[config.mk]
export PLATFORM = sky130hd
export DESIGN_NAME = radar_report_frame_parser
export DESIGN_NICKNAME = d
export VERILOG_FILES = /design/src/rtl/rrfp_pkg.sv /design/src/rtl/rrfp_front.sv /design/src/rtl/rrfp_queue.sv /design/src/rtl/rrfp_back.sv /design/src/rtl/radar_report_frame_parser.sv
export SDC_FILE = /design/constraint.sdc
export NUM_CORES = 1
export LEC_CHECK = 0
export ABC_AREA = 1
export CORE_MARGIN = 3
export CORE_UTILIZATION = 55
export CTS_BUF_LIST = sky130_fd_sc_hd__clkbuf_4
export DETAILED_ROUTE_END_ITERATION = 7
export DONT_BUFFER_PORTS = 1
export GPL_TIMING_DRIVEN = 0
export PLACE_DENSITY = 0.72
export REMOVE_ABC_BUFFERS = 1
export SKIP_CTS_REPAIR_TIMING = 1
export SYNTH_ARGS = -nofsm -noshare
export SYNTH_HDL_FRONTEND = slang
export SYNTH_SLANG_ARGS = --single-unit
export TNS_END_PERCENT = 100
[constraint.sdc]
create_clock -name clock -period 15.5 [get_ports clock]
set_input_delay 3.1 -clock clock [delete_from_list [all_inputs] [get_ports clock]]
set_output_delay 3.1 -clock clock [all_outputs]
set_load 0.01 [all_outputs]
[src/rtl/rrfp_pkg.sv]
// rrfp_pkg: shared constants, frame layout and the front-to-back event type
// for the radar report frame parser
// no dependencies
package rrfp_pkg;

   // default frame buffer size in bytes
   localparam int FRAME_BYTES_DEFAULT = 64;

   // depth of the event queue between front and back
   localparam int QUEUE_DEPTH = 4;
   localparam int QUEUE_AW    = $clog2(QUEUE_DEPTH);
   localparam int QUEUE_CW    = $clog2(QUEUE_DEPTH + 1);

   // header and footer patterns
   localparam logic [7:0] HDR_0 = 8'hF4;
   localparam logic [7:0] HDR_1 = 8'hF3;
   localparam logic [7:0] HDR_2 = 8'hF2;
   localparam logic [7:0] HDR_3 = 8'hF1;
   localparam logic [7:0] FTR_0 = 8'hF8;
   localparam logic [7:0] FTR_1 = 8'hF7;
   localparam logic [7:0] FTR_2 = 8'hF6;
   localparam logic [7:0] FTR_3 = 8'hF5;

   // payload markers and types
   localparam logic [7:0] MARK_HEAD = 8'hAA;
   localparam logic [7:0] MARK_TAIL = 8'h55;
   localparam logic [7:0] TYPE_ENG  = 8'h01;
   localparam logic [7:0] TYPE_STD  = 8'h02;

   // length rules
   localparam int MIN_PAYLOAD    = 11;
   localparam int WIDE_PAYLOAD   = 41;
   localparam int FRAME_OVERHEAD = 10;
   localparam int HEADER_BYTES   = 4;

   // byte positions within the frame
   localparam int POS_LEN_LO = 4;
   localparam int POS_LEN_HI = 5;
   localparam int POS_TYPE   = 6;
   localparam int POS_HEAD   = 7;
   localparam int POS_STATE  = 8;
   localparam int POS_MD_LO  = 9;
   localparam int POS_MD_HI  = 10;
   localparam int POS_ME     = 11;
   localparam int POS_SD_LO  = 12;
   localparam int POS_SD_HI  = 13;
   localparam int POS_SE     = 14;
   localparam int POS_MGATE  = 15;
   localparam int POS_SGATE  = 16;
   localparam int POS_LIGHT  = 45;

   // header byte expected at a given position
   function automatic logic [7:0] hdr_byte(input logic [1:0] idx);
      logic [7:0] val;
      case (idx)
         2'd0:    val = HDR_0;
         2'd1:    val = HDR_1;
         2'd2:    val = HDR_2;
         default: val = HDR_3;
      endcase
      return val;
   endfunction

   // one classified frame handed from front to back
   typedef struct packed {
      logic        rejected;
      logic        eng;
      logic        wide;
      logic [7:0]  state;
      logic [15:0] md;
      logic [7:0]  me;
      logic [15:0] sd;
      logic [7:0]  se;
      logic [7:0]  mgate;
      logic [7:0]  sgate;
      logic [7:0]  light;
   } event_type;

endpackage

[src/rtl/rrfp_front.sv]
// rrfp_front: byte framer, hunts the header, tracks position, captures report
// fields and classifies each finished frame as good or rejected
// depends on rrfp_pkg
module rrfp_front #(
   parameter int FRAME_BYTES = rrfp_pkg::FRAME_BYTES_DEFAULT
) (
   input  logic                  clock,
   input  logic                  reset,
   input  logic                  req_valid,
   output logic                  req_stall,
   input  logic [7:0]            req_rx_byte,
   input  logic                  queue_full,
   output logic                  ev_valid,
   output rrfp_pkg::event_type   ev_data
);

   localparam int PW = $clog2(FRAME_BYTES + 1);
   localparam logic [PW-1:0] POS_LIMIT = PW'(FRAME_BYTES);
   localparam logic [16:0]   LEN_LIMIT = 17'(FRAME_BYTES);
   localparam logic [PW-1:0] WIDE_LEN  =
      PW'(rrfp_pkg::WIDE_PAYLOAD + rrfp_pkg::FRAME_OVERHEAD);

   logic [PW-1:0] pos_ff, pos_in;
   logic [PW-1:0] exp_ff, exp_in;
   logic [7:0]    len_lo_ff, len_lo_in;
   logic          type_ok_ff, type_ok_in;
   logic          eng_ff, eng_in;
   logic          head_ok_ff, head_ok_in;
   logic          mark_ok_ff, mark_ok_in;
   logic          foot_ok_ff, foot_ok_in;
   rrfp_pkg::event_type cap_ff, cap_in;

   logic          accept;
   logic [15:0]   plen;
   logic [16:0]   plen_total;
   logic          frame_ok;

   assign req_stall = queue_full;

   // framing and classification
   always_comb begin
      accept      = req_valid & ~queue_full;
      pos_in      = pos_ff;
      exp_in      = exp_ff;
      len_lo_in   = len_lo_ff;
      type_ok_in  = type_ok_ff;
      eng_in      = eng_ff;
      head_ok_in  = head_ok_ff;
      mark_ok_in  = mark_ok_ff;
      foot_ok_in  = foot_ok_ff;
      cap_in      = cap_ff;
      ev_valid    = 1'b0;
      ev_data     = cap_ff;
      plen        = {req_rx_byte, len_lo_ff};
      plen_total  = {1'b0, plen} + 17'(rrfp_pkg::FRAME_OVERHEAD);
      frame_ok    = foot_ok_ff & (req_rx_byte == rrfp_pkg::FTR_3) & type_ok_ff &
                    head_ok_ff & mark_ok_ff;
      if (accept) begin
         if (pos_ff < PW'(rrfp_pkg::HEADER_BYTES)) begin
            // header hunt
            exp_in = '0;
            if (req_rx_byte == rrfp_pkg::hdr_byte(pos_ff[1:0])) begin
               pos_in = pos_ff + PW'(1);
            end else if (req_rx_byte == rrfp_pkg::HDR_0) begin
               pos_in = PW'(1);
            end else begin
               pos_in = '0;
            end
         end else if (pos_ff >= POS_LIMIT) begin
            // buffer overrun, reject and rehunt with this byte
            ev_valid         = 1'b1;
            ev_data.rejected = 1'b1;
            exp_in           = '0;
            pos_in           = (req_rx_byte == rrfp_pkg::HDR_0) ? PW'(1) : '0;
         end else begin
            pos_in = pos_ff + PW'(1);

            // field capture by position
            case (pos_ff)
               PW'(rrfp_pkg::POS_LEN_LO): len_lo_in = req_rx_byte;
               PW'(rrfp_pkg::POS_TYPE): begin
                  type_ok_in = (req_rx_byte == rrfp_pkg::TYPE_ENG) ||
                               (req_rx_byte == rrfp_pkg::TYPE_STD);
                  eng_in     = (req_rx_byte == rrfp_pkg::TYPE_ENG);
               end
               PW'(rrfp_pkg::POS_HEAD):  head_ok_in      = (req_rx_byte == rrfp_pkg::MARK_HEAD);
               PW'(rrfp_pkg::POS_STATE): cap_in.state    = req_rx_byte;
               PW'(rrfp_pkg::POS_MD_LO): cap_in.md[7:0]  = req_rx_byte;
               PW'(rrfp_pkg::POS_MD_HI): cap_in.md[15:8] = req_rx_byte;
               PW'(rrfp_pkg::POS_ME):    cap_in.me       = req_rx_byte;
               PW'(rrfp_pkg::POS_SD_LO): cap_in.sd[7:0]  = req_rx_byte;
               PW'(rrfp_pkg::POS_SD_HI): cap_in.sd[15:8] = req_rx_byte;
               PW'(rrfp_pkg::POS_SE):    cap_in.se       = req_rx_byte;
               PW'(rrfp_pkg::POS_MGATE): cap_in.mgate    = req_rx_byte;
               PW'(rrfp_pkg::POS_SGATE): cap_in.sgate    = req_rx_byte;
               PW'(rrfp_pkg::POS_LIGHT): cap_in.light    = req_rx_byte;
               default: ;
            endcase

            // tail marker and footer, relative to the frame end
            if (pos_ff == exp_ff - PW'(6)) begin
               mark_ok_in = (req_rx_byte == rrfp_pkg::MARK_TAIL);
            end
            if (pos_ff == exp_ff - PW'(4)) begin
               foot_ok_in = (req_rx_byte == rrfp_pkg::FTR_0);
            end else if (pos_ff == exp_ff - PW'(3)) begin
               foot_ok_in = foot_ok_ff & (req_rx_byte == rrfp_pkg::FTR_1);
            end else if (pos_ff == exp_ff - PW'(2)) begin
               foot_ok_in = foot_ok_ff & (req_rx_byte == rrfp_pkg::FTR_2);
            end

            if (pos_ff == PW'(rrfp_pkg::POS_LEN_HI)) begin
               // length check
               if (plen < 16'(rrfp_pkg::MIN_PAYLOAD) || plen_total > LEN_LIMIT) begin
                  ev_valid         = 1'b1;
                  ev_data.rejected = 1'b1;
                  pos_in           = '0;
                  exp_in           = '0;
               end else begin
                  exp_in = plen_total[PW-1:0];
               end
            end else if (pos_in == exp_ff) begin
               // last byte of the frame
               ev_valid         = 1'b1;
               ev_data.rejected = ~frame_ok;
               ev_data.eng      = eng_ff;
               ev_data.wide     = eng_ff & (exp_ff >= WIDE_LEN);
               pos_in           = '0;
               exp_in           = '0;
            end
         end
      end
   end

   // control state
   always_ff @(posedge clock) begin
      if (reset) begin
         pos_ff <= '0;
         exp_ff <= '0;
      end else begin
         pos_ff <= pos_in;
         exp_ff <= exp_in;
      end
   end

   // captured fields and check flags
   always_ff @(posedge clock) begin
      len_lo_ff  <= len_lo_in;
      type_ok_ff <= type_ok_in;
      eng_ff     <= eng_in;
      head_ok_ff <= head_ok_in;
      mark_ok_ff <= mark_ok_in;
      foot_ok_ff <= foot_ok_in;
      cap_ff     <= cap_in;
   end

endmodule

[src/rtl/rrfp_queue.sv]
// rrfp_queue: short fifo of frame events between the front and the back
// depends on rrfp_pkg
module rrfp_queue (
   input  logic                  clock,
   input  logic                  reset,
   input  logic                  push_valid,
   input  rrfp_pkg::event_type   push_data,
   output logic                  full,
   input  logic                  pop,
   output logic                  pop_valid,
   output rrfp_pkg::event_type   pop_data
);

   localparam int AW = rrfp_pkg::QUEUE_AW;
   localparam int CW = rrfp_pkg::QUEUE_CW;

   rrfp_pkg::event_type mem_ff [rrfp_pkg::QUEUE_DEPTH];
   logic [AW-1:0] wr_ptr_ff, wr_ptr_in;
   logic [AW-1:0] rd_ptr_ff, rd_ptr_in;
   logic [CW-1:0] count_ff, count_in;
   logic          do_push;
   logic          do_pop;

   assign full      = (count_ff == CW'(rrfp_pkg::QUEUE_DEPTH));
   assign pop_valid = (count_ff != '0);
   assign pop_data  = mem_ff[rd_ptr_ff];

   // pointer and count update
   always_comb begin
      do_push   = push_valid & ~full;
      do_pop    = pop & pop_valid;
      wr_ptr_in = do_push ? wr_ptr_ff + AW'(1) : wr_ptr_ff;
      rd_ptr_in = do_pop ? rd_ptr_ff + AW'(1) : rd_ptr_ff;
      count_in  = count_ff;
      if (do_push && !do_pop) begin
         count_in = count_ff + CW'(1);
      end else if (do_pop && !do_push) begin
         count_in = count_ff - CW'(1);
      end
   end

   always_ff @(posedge clock) begin
      if (reset) begin
         wr_ptr_ff <= '0;
         rd_ptr_ff <= '0;
         count_ff  <= '0;
      end else begin
         wr_ptr_ff <= wr_ptr_in;
         rd_ptr_ff <= rd_ptr_in;
         count_ff  <= count_in;
      end
   end

   // entry storage
   always_ff @(posedge clock) begin
      if (do_push) begin
         mem_ff[wr_ptr_ff] <= push_data;
      end
   end

endmodule

[src/rtl/rrfp_back.sv]
// rrfp_back: turns frame events into result transactions, keeps the valid
// and invalid frame counters and picks the target distance
// depends on rrfp_pkg
module rrfp_back (
   input  logic                  clock,
   input  logic                  reset,
   input  logic                  ev_valid,
   input  rrfp_pkg::event_type   ev_data,
   output logic                  ev_pop,
   output logic                  rsp_valid,
   input  logic                  rsp_stall,
   output logic                  rsp_result_kind,
   output logic                  rsp_engineering_mode,
   output logic [7:0]            rsp_target_state,
   output logic [15:0]           rsp_moving_distance,
   output logic [7:0]            rsp_moving_energy,
   output logic [15:0]           rsp_static_distance,
   output logic [7:0]            rsp_static_energy,
   output logic [15:0]           rsp_target_distance,
   output logic [7:0]            rsp_max_moving_gate,
   output logic [7:0]            rsp_max_static_gate,
   output logic [7:0]            rsp_light_level,
   output logic [31:0]           rsp_frame_count
);

   logic        rsp_valid_ff, rsp_valid_in;
   logic [31:0] valid_cnt_ff, valid_cnt_in;
   logic [31:0] invalid_cnt_ff, invalid_cnt_in;
   logic        kind_ff, kind_in;
   logic        eng_ff, eng_in;
   logic [7:0]  state_ff, state_in;
   logic [15:0] md_ff, md_in;
   logic [7:0]  me_ff, me_in;
   logic [15:0] sd_ff, sd_in;
   logic [7:0]  se_ff, se_in;
   logic [15:0] td_ff, td_in;
   logic [7:0]  mgate_ff, mgate_in;
   logic [7:0]  sgate_ff, sgate_in;
   logic [7:0]  light_ff, light_in;
   logic [31:0] count_ff, count_in;

   logic        load;
   logic        has_moving;
   logic        has_static;
   logic [15:0] td;

   // target distance selection
   always_comb begin
      has_moving = ev_data.state[0];
      has_static = ev_data.state[1];
      td         = '0;
      if (has_moving && has_static) begin
         if (ev_data.md == '0) begin
            td = ev_data.sd;
         end else if (ev_data.sd == '0) begin
            td = ev_data.md;
         end else begin
            td = (ev_data.md < ev_data.sd) ? ev_data.md : ev_data.sd;
         end
      end else if (has_moving) begin
         td = ev_data.md;
      end else if (has_static) begin
         td = ev_data.sd;
      end
   end

   // result build and output register
   always_comb begin
      load           = ev_valid & (~rsp_valid_ff | ~rsp_stall);
      ev_pop         = load;
      rsp_valid_in   = rsp_valid_ff & rsp_stall;
      valid_cnt_in   = valid_cnt_ff;
      invalid_cnt_in = invalid_cnt_ff;
      kind_in        = kind_ff;
      eng_in         = eng_ff;
      state_in       = state_ff;
      md_in          = md_ff;
      me_in          = me_ff;
      sd_in          = sd_ff;
      se_in          = se_ff;
      td_in          = td_ff;
      mgate_in       = mgate_ff;
      sgate_in       = sgate_ff;
      light_in       = light_ff;
      count_in       = count_ff;
      if (load) begin
         rsp_valid_in = 1'b1;
         if (ev_data.rejected) begin
            invalid_cnt_in = invalid_cnt_ff + 32'd1;
            kind_in        = 1'b1;
            eng_in         = 1'b0;
            state_in       = '0;
            md_in          = '0;
            me_in          = '0;
            sd_in          = '0;
            se_in          = '0;
            td_in          = '0;
            mgate_in       = '0;
            sgate_in       = '0;
            light_in       = '0;
            count_in       = invalid_cnt_ff + 32'd1;
         end else begin
            valid_cnt_in = valid_cnt_ff + 32'd1;
            kind_in      = 1'b0;
            eng_in       = ev_data.eng;
            state_in     = ev_data.state;
            md_in        = ev_data.md;
            me_in        = ev_data.me;
            sd_in        = ev_data.sd;
            se_in        = ev_data.se;
            td_in        = td;
            mgate_in     = ev_data.wide ? ev_data.mgate : '0;
            sgate_in     = ev_data.wide ? ev_data.sgate : '0;
            light_in     = ev_data.wide ? ev_data.light : '0;
            count_in     = valid_cnt_ff + 32'd1;
         end
      end
   end

   always_ff @(posedge clock) begin
      if (reset) begin
         rsp_valid_ff   <= 1'b0;
         valid_cnt_ff   <= '0;
         invalid_cnt_ff <= '0;
      end else begin
         rsp_valid_ff   <= rsp_valid_in;
         valid_cnt_ff   <= valid_cnt_in;
         invalid_cnt_ff <= invalid_cnt_in;
      end
   end

   always_ff @(posedge clock) begin
      kind_ff  <= kind_in;
      eng_ff   <= eng_in;
      state_ff <= state_in;
      md_ff    <= md_in;
      me_ff    <= me_in;
      sd_ff    <= sd_in;
      se_ff    <= se_in;
      td_ff    <= td_in;
      mgate_ff <= mgate_in;
      sgate_ff <= sgate_in;
      light_ff <= light_in;
      count_ff <= count_in;
   end

   assign rsp_valid            = rsp_valid_ff;
   assign rsp_result_kind      = kind_ff;
   assign rsp_engineering_mode = eng_ff;
   assign rsp_target_state     = state_ff;
   assign rsp_moving_distance  = md_ff;
   assign rsp_moving_energy    = me_ff;
   assign rsp_static_distance  = sd_ff;
   assign rsp_static_energy    = se_ff;
   assign rsp_target_distance  = td_ff;
   assign rsp_max_moving_gate  = mgate_ff;
   assign rsp_max_static_gate  = sgate_ff;
   assign rsp_light_level      = light_ff;
   assign rsp_frame_count      = count_ff;

endmodule

[src/rtl/radar_report_frame_parser.sv]
// radar_report_frame_parser: one received byte per transaction, one byte per
// cycle while req_stall is low; the front framer decides each byte in its
// accept cycle. A result is offered on rsp_valid after the frame's last byte
// is accepted, via the event queue write, then the back end output register.
// req_stall rises only when the four-entry event queue is full.
// synchronous active-high reset clears the framer, queue, counters and rsp_valid.
module radar_report_frame_parser #(
   parameter int FRAME_BYTES = rrfp_pkg::FRAME_BYTES_DEFAULT
) (
   input  logic        clock,
   input  logic        reset,
   input  logic        req_valid,
   output logic        req_stall,
   input  logic [7:0]  req_rx_byte,
   output logic        rsp_valid,
   input  logic        rsp_stall,
   output logic        rsp_result_kind,
   output logic        rsp_engineering_mode,
   output logic [7:0]  rsp_target_state,
   output logic [15:0] rsp_moving_distance,
   output logic [7:0]  rsp_moving_energy,
   output logic [15:0] rsp_static_distance,
   output logic [7:0]  rsp_static_energy,
   output logic [15:0] rsp_target_distance,
   output logic [7:0]  rsp_max_moving_gate,
   output logic [7:0]  rsp_max_static_gate,
   output logic [7:0]  rsp_light_level,
   output logic [31:0] rsp_frame_count
);

   logic                q_full;
   logic                push_valid;
   rrfp_pkg::event_type push_data;
   logic                pop;
   logic                pop_valid;
   rrfp_pkg::event_type pop_data;

   // byte framer
   rrfp_front #(
      .FRAME_BYTES (FRAME_BYTES)
   ) u_front (
      .clock       (clock),
      .reset       (reset),
      .req_valid   (req_valid),
      .req_stall   (req_stall),
      .req_rx_byte (req_rx_byte),
      .queue_full  (q_full),
      .ev_valid    (push_valid),
      .ev_data     (push_data)
   );

   // event queue
   rrfp_queue u_queue (
      .clock      (clock),
      .reset      (reset),
      .push_valid (push_valid),
      .push_data  (push_data),
      .full       (q_full),
      .pop        (pop),
      .pop_valid  (pop_valid),
      .pop_data   (pop_data)
   );

   // report builder
   rrfp_back u_back (
      .clock                (clock),
      .reset                (reset),
      .ev_valid             (pop_valid),
      .ev_data              (pop_data),
      .ev_pop               (pop),
      .rsp_valid            (rsp_valid),
      .rsp_stall            (rsp_stall),
      .rsp_result_kind      (rsp_result_kind),
      .rsp_engineering_mode (rsp_engineering_mode),
      .rsp_target_state     (rsp_target_state),
      .rsp_moving_distance  (rsp_moving_distance),
      .rsp_moving_energy    (rsp_moving_energy),
      .rsp_static_distance  (rsp_static_distance),
      .rsp_static_energy    (rsp_static_energy),
      .rsp_target_distance  (rsp_target_distance),
      .rsp_max_moving_gate  (rsp_max_moving_gate),
      .rsp_max_static_gate  (rsp_max_static_gate),
      .rsp_light_level      (rsp_light_level),
      .rsp_frame_count      (rsp_frame_count)
   );

endmodule
* Word level (Yosys, flattened, before mapping)
Memory sizes are Yosys's and may differ from the RTL's. A register that Yosys moved wholly into a read port is not among the register bits.
Index checks and enable logic that the tools add are counted.
** Storage, ports and cells
- Register bits after elaboration :: 309
- Bits in latches :: 0
- Bits in writable memories :: 332
- Bits in read-only memories :: 0
- Input bits :: 12
- Word-level logic and storage cells :: 188
- Memories kept :: 1
** Memories
- u_queue.mem_ff :: depth 4, bits a word 83, read ports 1, clocked after Yosys merged registers in 1, wr ports 1, RTL line rrfp_queue.sv:17 : rrfp_pkg::event_type mem_ff [rrfp_pkg::QUEUE_DEPTH];
** Cells by class
- Add/sub/neg operators :: 12
- Multipliers :: 0
- Divide/modulo/power cells :: 0
- Magnitude comparators :: 6
- Eq/ne operators :: 32
- Shifts and indexed selects :: 0
- Muxes and demuxes :: 47
- Bitwise logic cells :: 21
- Reductions and logical operators :: 33
** Operator list (count)
- two-way mux 16 bit :: 6
- two-way mux 7 bit :: 11
- adder 32 x 1 -> 32 bit, second input constant :: 2
- AND reduction 4 bit :: 15
- equality test 7 x 4 -> 1 bit, second input constant :: 8
- equality test 8 bit, second input constant :: 6
- equality test 7 bit :: 5
- logical NOT 16 bit :: 2
- two-way mux 32 bit :: 1
- equality test 7 x 3 -> 1 bit, second input constant :: 4
- adder 16 x 4 -> 17 bit, second input constant :: 1
- greater-than comparator 17 x 7 -> 1 bit, second input constant :: 1
- two-way mux 1 bit :: 17
- less-than comparator 16 bit :: 1
- less-than comparator 16 x 4 -> 1 bit, second input constant :: 1
- two-way mux 8 bit :: 2
- two-way mux 3 bit :: 5
- subtractor 7 x 2 -> 7 bit, second input constant :: 2
- subtractor 7 x 3 -> 7 bit, second input constant :: 2
- AND 1 bit :: 12
- one-hot mux 3 bit (3 select lines) :: 1
- equality test 8 x 1 -> 1 bit, second input constant :: 1
- equality test 8 x 2 -> 1 bit, second input constant :: 1
- equality test 8 x 7 -> 1 bit, second input constant :: 1
- other kinds (25) :: 43

* Logic depth before layout (Yosys ltp)
- Depth after elaboration :: 13
- Depth in mapped cells :: 23

* Hierarchy
A second synthesis with hierarchy kept.
** Second synthesis, totals
- Cell total of the unflattened synthesis :: 2493
- Area, all modules :: 27615.2 um^2
** By module, submodules not included
- rrfp_queue :: instances 1, cells each 872, area an instance 12784.8 um^2, seq. area each 10149.7 um^2
- rrfp_back :: instances 1, cells each 1123, area an instance 9710.6 um^2, seq. area each 5205.0 um^2
- rrfp_front :: instances 1, cells each 498, area an instance 5119.9 um^2, seq. area each 3072.9 um^2

* Worst setup path after synthesis
Ideal clock, no wire load.
- Path type :: in2reg
- Start point :: in req_rx_byte[1]
- End point :: mem u_queue.mem_ff[0][0] in the netlist's numbering (enable)
- Library setup time :: 0.525 ns
- Arrival :: 7.767 ns
- Data required time :: 14.975 ns
- Path slack :: 7.208 ns
- Stages :: 14
- Path buffers :: 1
- Cells stage by stage :: buf_2 -> nand2_1 -> inv_1 -> nand3_1 -> nor2_2 -> xor2_1 -> nor2_1 -> nand2_1 -> nor2_1 -> nand2_1 -> nand2_1 -> nand2_2 -> nand3_2 -> nor2_1
** On the way
- Cells in the longest elaborated chain, start to end :: 11
- Elaborated cells between the ends (all ways) :: 12
- Those cells by class :: add/sub: 1; order compare: 2; mux: 7; bitwise: 1; reduce/logical: 1
** RTL lines
- from (decl) :: RTL line radar_report_frame_parser.sv:14 : input logic [7:0] req_rx_byte,
- adder 16 x 4 -> 17 bit :: RTL line rrfp_front.sv:55 : plen_total = {1'b0, plen} + 17'(rrfp_pkg::FRAME_OVERHEAD);
- greater-than comparator 17 x 7 -> 1 bit :: RTL line rrfp_front.sv:114 : if (plen < 16'(rrfp_pkg::MIN_PAYLOAD) || plen_total > LEN_LIMIT) begin
- logical OR 1 bit * :: RTL line rrfp_front.sv:114
- two-way mux 1 bit * :: RTL line rrfp_front.sv:114
- two-way mux 1 bit * :: RTL line rrfp_front.sv:112 : if (pos_ff == PW'(rrfp_pkg::POS_LEN_HI)) begin
- two-way mux 1 bit * :: RTL line rrfp_front.sv:69 : end else if (pos_ff >= POS_LIMIT) begin
- two-way mux 1 bit * :: RTL line rrfp_front.sv:59 : if (pos_ff < PW'(rrfp_pkg::HEADER_BYTES)) begin
- two-way mux 1 bit * :: RTL line rrfp_front.sv:58 : if (accept) begin
- AND 1 bit * :: RTL line rrfp_queue.sv:30 : do_push = push_valid & ~full;
- two-way mux 1 bit * :: RTL line rrfp_queue.sv:56 : if (do_push) begin
- two-way mux 1 bit (not written as such) * :: RTL line rrfp_queue.sv:57 : mem_ff[wr_ptr_ff] <= push_data;
- to (decl) :: RTL line rrfp_queue.sv:17
Mark *: on every way between the ends. The rest lies on a longest branch, timed or not.

==> results by group <==
Global route
  • Largest net degree at the start of global routing: 100
  • Initial antenna violation count: 2
  • Total grt overflow: 0
  • Number of global-route vias before repair: 17,915
  • First-pass GRT wire length: 95,400 um
  • GRT Util Overall: 23.2%

Timing
  • Clock period minus worst slack: 5290 ps
  • RSZ-0062 raised after global routing: no
  • Clk_skew: 50.7 ps
  • Least-Margin Pin Slew: 1290 ps
  • Setup WS post-layout: 10,210 ps
  • Max-slew violation count: 0
  • Crit share post-route: 34.1%
  • Fmax: 0.189 GHz
  • Final Hold Vio Count: 0
  • Worst slew margin: 13.6%
  • Setup Viol. Count Final: 0
  • Total negative slack: 0 ps

Yosys
  • Flop and latch count out of synthesis: 643
  • Yosys warns: 0
  • Synth Area per Inst: 11.4 um^2
  • Most common cell in the synthesized netlist: edfxtp_1
  • Post-synth top cells: edfxtp_1, nand2_1, nor2_1
  • Unique cell type count in the Yosys netlist: 51
  • Cell count after synthesis: 2,386
  • Post-synth top area share: 61.4%
  • Most used DFF post-synth: edfxtp_1
  • Top cells by area, synth: edfxtp_1, dfxtp_1, nand2_1
  • Async SR Flop Fraction: 0%
  • Cell Area, Synth: 0.0271 mm^2
  • Number of synthesized flops with an enable pin: 555
  • Seq/Total Area, Yosys: 67.9%
  • Largest area contributor in the netlist: edfxtp_1

Setup path
  • Crit path max fanout: 99
  • Reg2Reg Depth: 12
  • R2r endpoint: u_back.valid_cnt_ff[19]$_SDFFE_PP0P_
  • CP arrival: 6160 ps
  • Crit-path cells: buf_12 > inv_6 > buf_16 > nand2_1 > nand3_1 > nand2_4 > inv_2 > nor2_1 > inv_2 > a21oi_1 > o21ai_0 > inv_1
  • Req. time, crit path: 16,370 ps
  • Critical path class: register to register
  • CP Capture Type: register
  • Critical Path Max Stage Delay: 1080 ps
  • Slowest cell on the critical path: nor2_1
  • Most frequent cell on the critical path: inv_2
  • Startpoint class of the critical path: register
  • Flop2flop setup slack: 10,210 ps

Floorplanning
  • Ports: 144
  • Die X: 228 um
  • Die area: 0.0520 mm^2
  • Die height: 228 um
  • Core Region: 0.0482 mm^2
  • Initial Util: 56.2%
  • # rows: 80

Drt
  • First-pass detailed-route iteration total: 5
  • # DRC: 0
  • Met3 wire length: 4550 um
  • Detail-routed via count per cell: 5.65
  • DR top layer: met4
  • Routed wire length per instance: 18.8 um
  • Via count: 18,284
  • Metal2 WL: 30,300 um
  • Total wire length: 60,900 um
  • Metal-1 WL: 24,800 um
  • DR iter-0 viols: 1,714
  • Final ANT Viol Nets: 0

Status
  • Status: completed

CTS
  • CTS tree: done
  • Clock Latency Late Sink: 960 ps
  • Total CTS buffers: 157
  • Root Buffer Master: clkbuf_4
  • # clock sinks: 643
  • Clock buffer depth: 3
  • Max H-tree Level: 4
  • Clk slew on worst S/H paths: 70 ps

Power and ir drop
  • Leakage: 11.2 nW
  • Power Dens Cells: 187 mW/mm^2
  • VDD IR-drop max: 0.291 mV

Finish
  • Final Net Count: 2,508
  • Synthesis-to-layout area growth: 11.0%
  • Seq. cell area: 0.0184 mm^2
  • Layout cells sized above 1: 13.1%
  • Multi-input logic area: 0.00742 mm^2
  • Fill cells: 3,750

Placed design
  • Hpwl dp: 36,400 um
  • Final RePlAce weighted congestion: 0.881
  • Pre-CTS setup slack: 9430 ps
  • # port buffers: 0

Min path
  • Hold Path Stages: 2
  • HP Start: u_queue.rd_ptr_ff[1]$_SDFFE_PP0P_
  • Worst min path class: register to register

Run
  • Max cap viols: 0
==> placed cells by master (no fill, tap or decap), types with 33 or more instances in the layout <==
cell and instances:
inv_1 201, nand2_1 334, edfxtp_1 555, o21ai_0 206, nor2_1 310, clkbuf_4 230, nand4_1 34, a21oi_1 140
nand3_1 82, xor2_1 81, dfxtp_1 86, ha_1 33, o22ai_1 41
==> how the worst max path moves through the flow <==
stage,startpoint,end
after detailed placement,req_rx_byte[1],u_queue.mem_ff[1][21]$_DFFE_PP_
after floorplan,register,u_back.valid_cnt_ff[0]$_SDFFE_PP0P_
after global placement,register,u_back.valid_cnt_ff[1]$_SDFFE_PP0P_
after global routing,register,u_back.valid_cnt_ff[1]$_SDFFE_PP0P_
final,register,u_back.valid_cnt_ff[19]$_SDFFE_PP0P_
after CTS,register,u_back.valid_cnt_ff[1]$_SDFFE_PP0P_
==> layer usage <==
metal	up-vias	global-route usage, %
met1	8876	29.7
met3	114	5.64
met5	-	0
li1	8575	-
met4	0	8.33
met2	719	38.8
==> layout make-up <==
type / instances / share of cell area, %
Clock inverter: 45 / 1.38
Sequential cell: 643 / 61.2
Multi-Input combinational cell: 1419 / 24.6
Antenna cell: 1 / 0.00831
Clock buffer: 230 / 5.73
Inverter: 216 / 2.73
Timing Repair Buffer: 25 / 1.57
Tap cell: 656 / 2.72
==> report_power, final <==
part | internal (mW) | switching (mW) | total [mW]
clock | 0.829 | 0.656 | 1.48
combinational | 0.475 | 1.10 | 1.58
sequential | 2.28 | 0.296 | 2.57
==> metrics by stage <==
step / hold slack (ps) / power [mW] / utilization (%) / std cells / cell area (um^2)
6_report: 462 / 5.64 / 62.4 / 3235 / 30100
5_1_grt: 466 / 6.00 / 62.4 / 3235 / 30100
4_1_cts: 463 / 5.66 / 62.4 / 3234 / 30100
3_5_place_dp: 453 / 4.18 / 58.0 / 2959 / 28000
3_3_place_gp: 454 / 4.13 / 56.8 / 2934 / 27400
2_1_floorplan: 440 / 3.66 / - / 2278 / 26600
==> critical path, delay by kind of cell, from the launching register on <==
family	cells	cell delay, ps
AO/OA/AOI/OAI	2	380
flip-flops	1	750
AND/OR/NAND/NOR	4	2000
buffers and inverters	6	1930
==> kinds of logic after synthesis <==
family	synth area share [%]
and+or+nand+nor	13.0
DFF	67.9
buffers and inverters	4.99
AOI/OAI and AO/OA	9.10
xor gates and xnor gates	3.40
adders and majority gates	1.60
==> flip-flops by register name (all words and copies together), names as in the netlist, 8 cells and up, named ones only <==
| name | cells |
|---|---|
| u_queue.mem_ff | 332 |
| u_front.ev_data | 80 |
| u_back.invalid_cnt_ff | 32 |
| u_back.rsp_frame_count | 32 |
| u_back.valid_cnt_ff | 32 |
| u_back.rsp_moving_distance | 16 |
| u_back.rsp_static_distance | 16 |
| u_back.rsp_target_distance | 16 |
| u_back.rsp_light_level | 8 |
| u_back.rsp_max_moving_gate | 8 |
| u_back.rsp_max_static_gate | 8 |
| u_back.rsp_moving_energy | 8 |
| u_back.rsp_static_energy | 8 |
| u_back.rsp_target_state | 8 |
| u_front.len_lo_ff | 8 |
(Power assumes the default switching activity.)
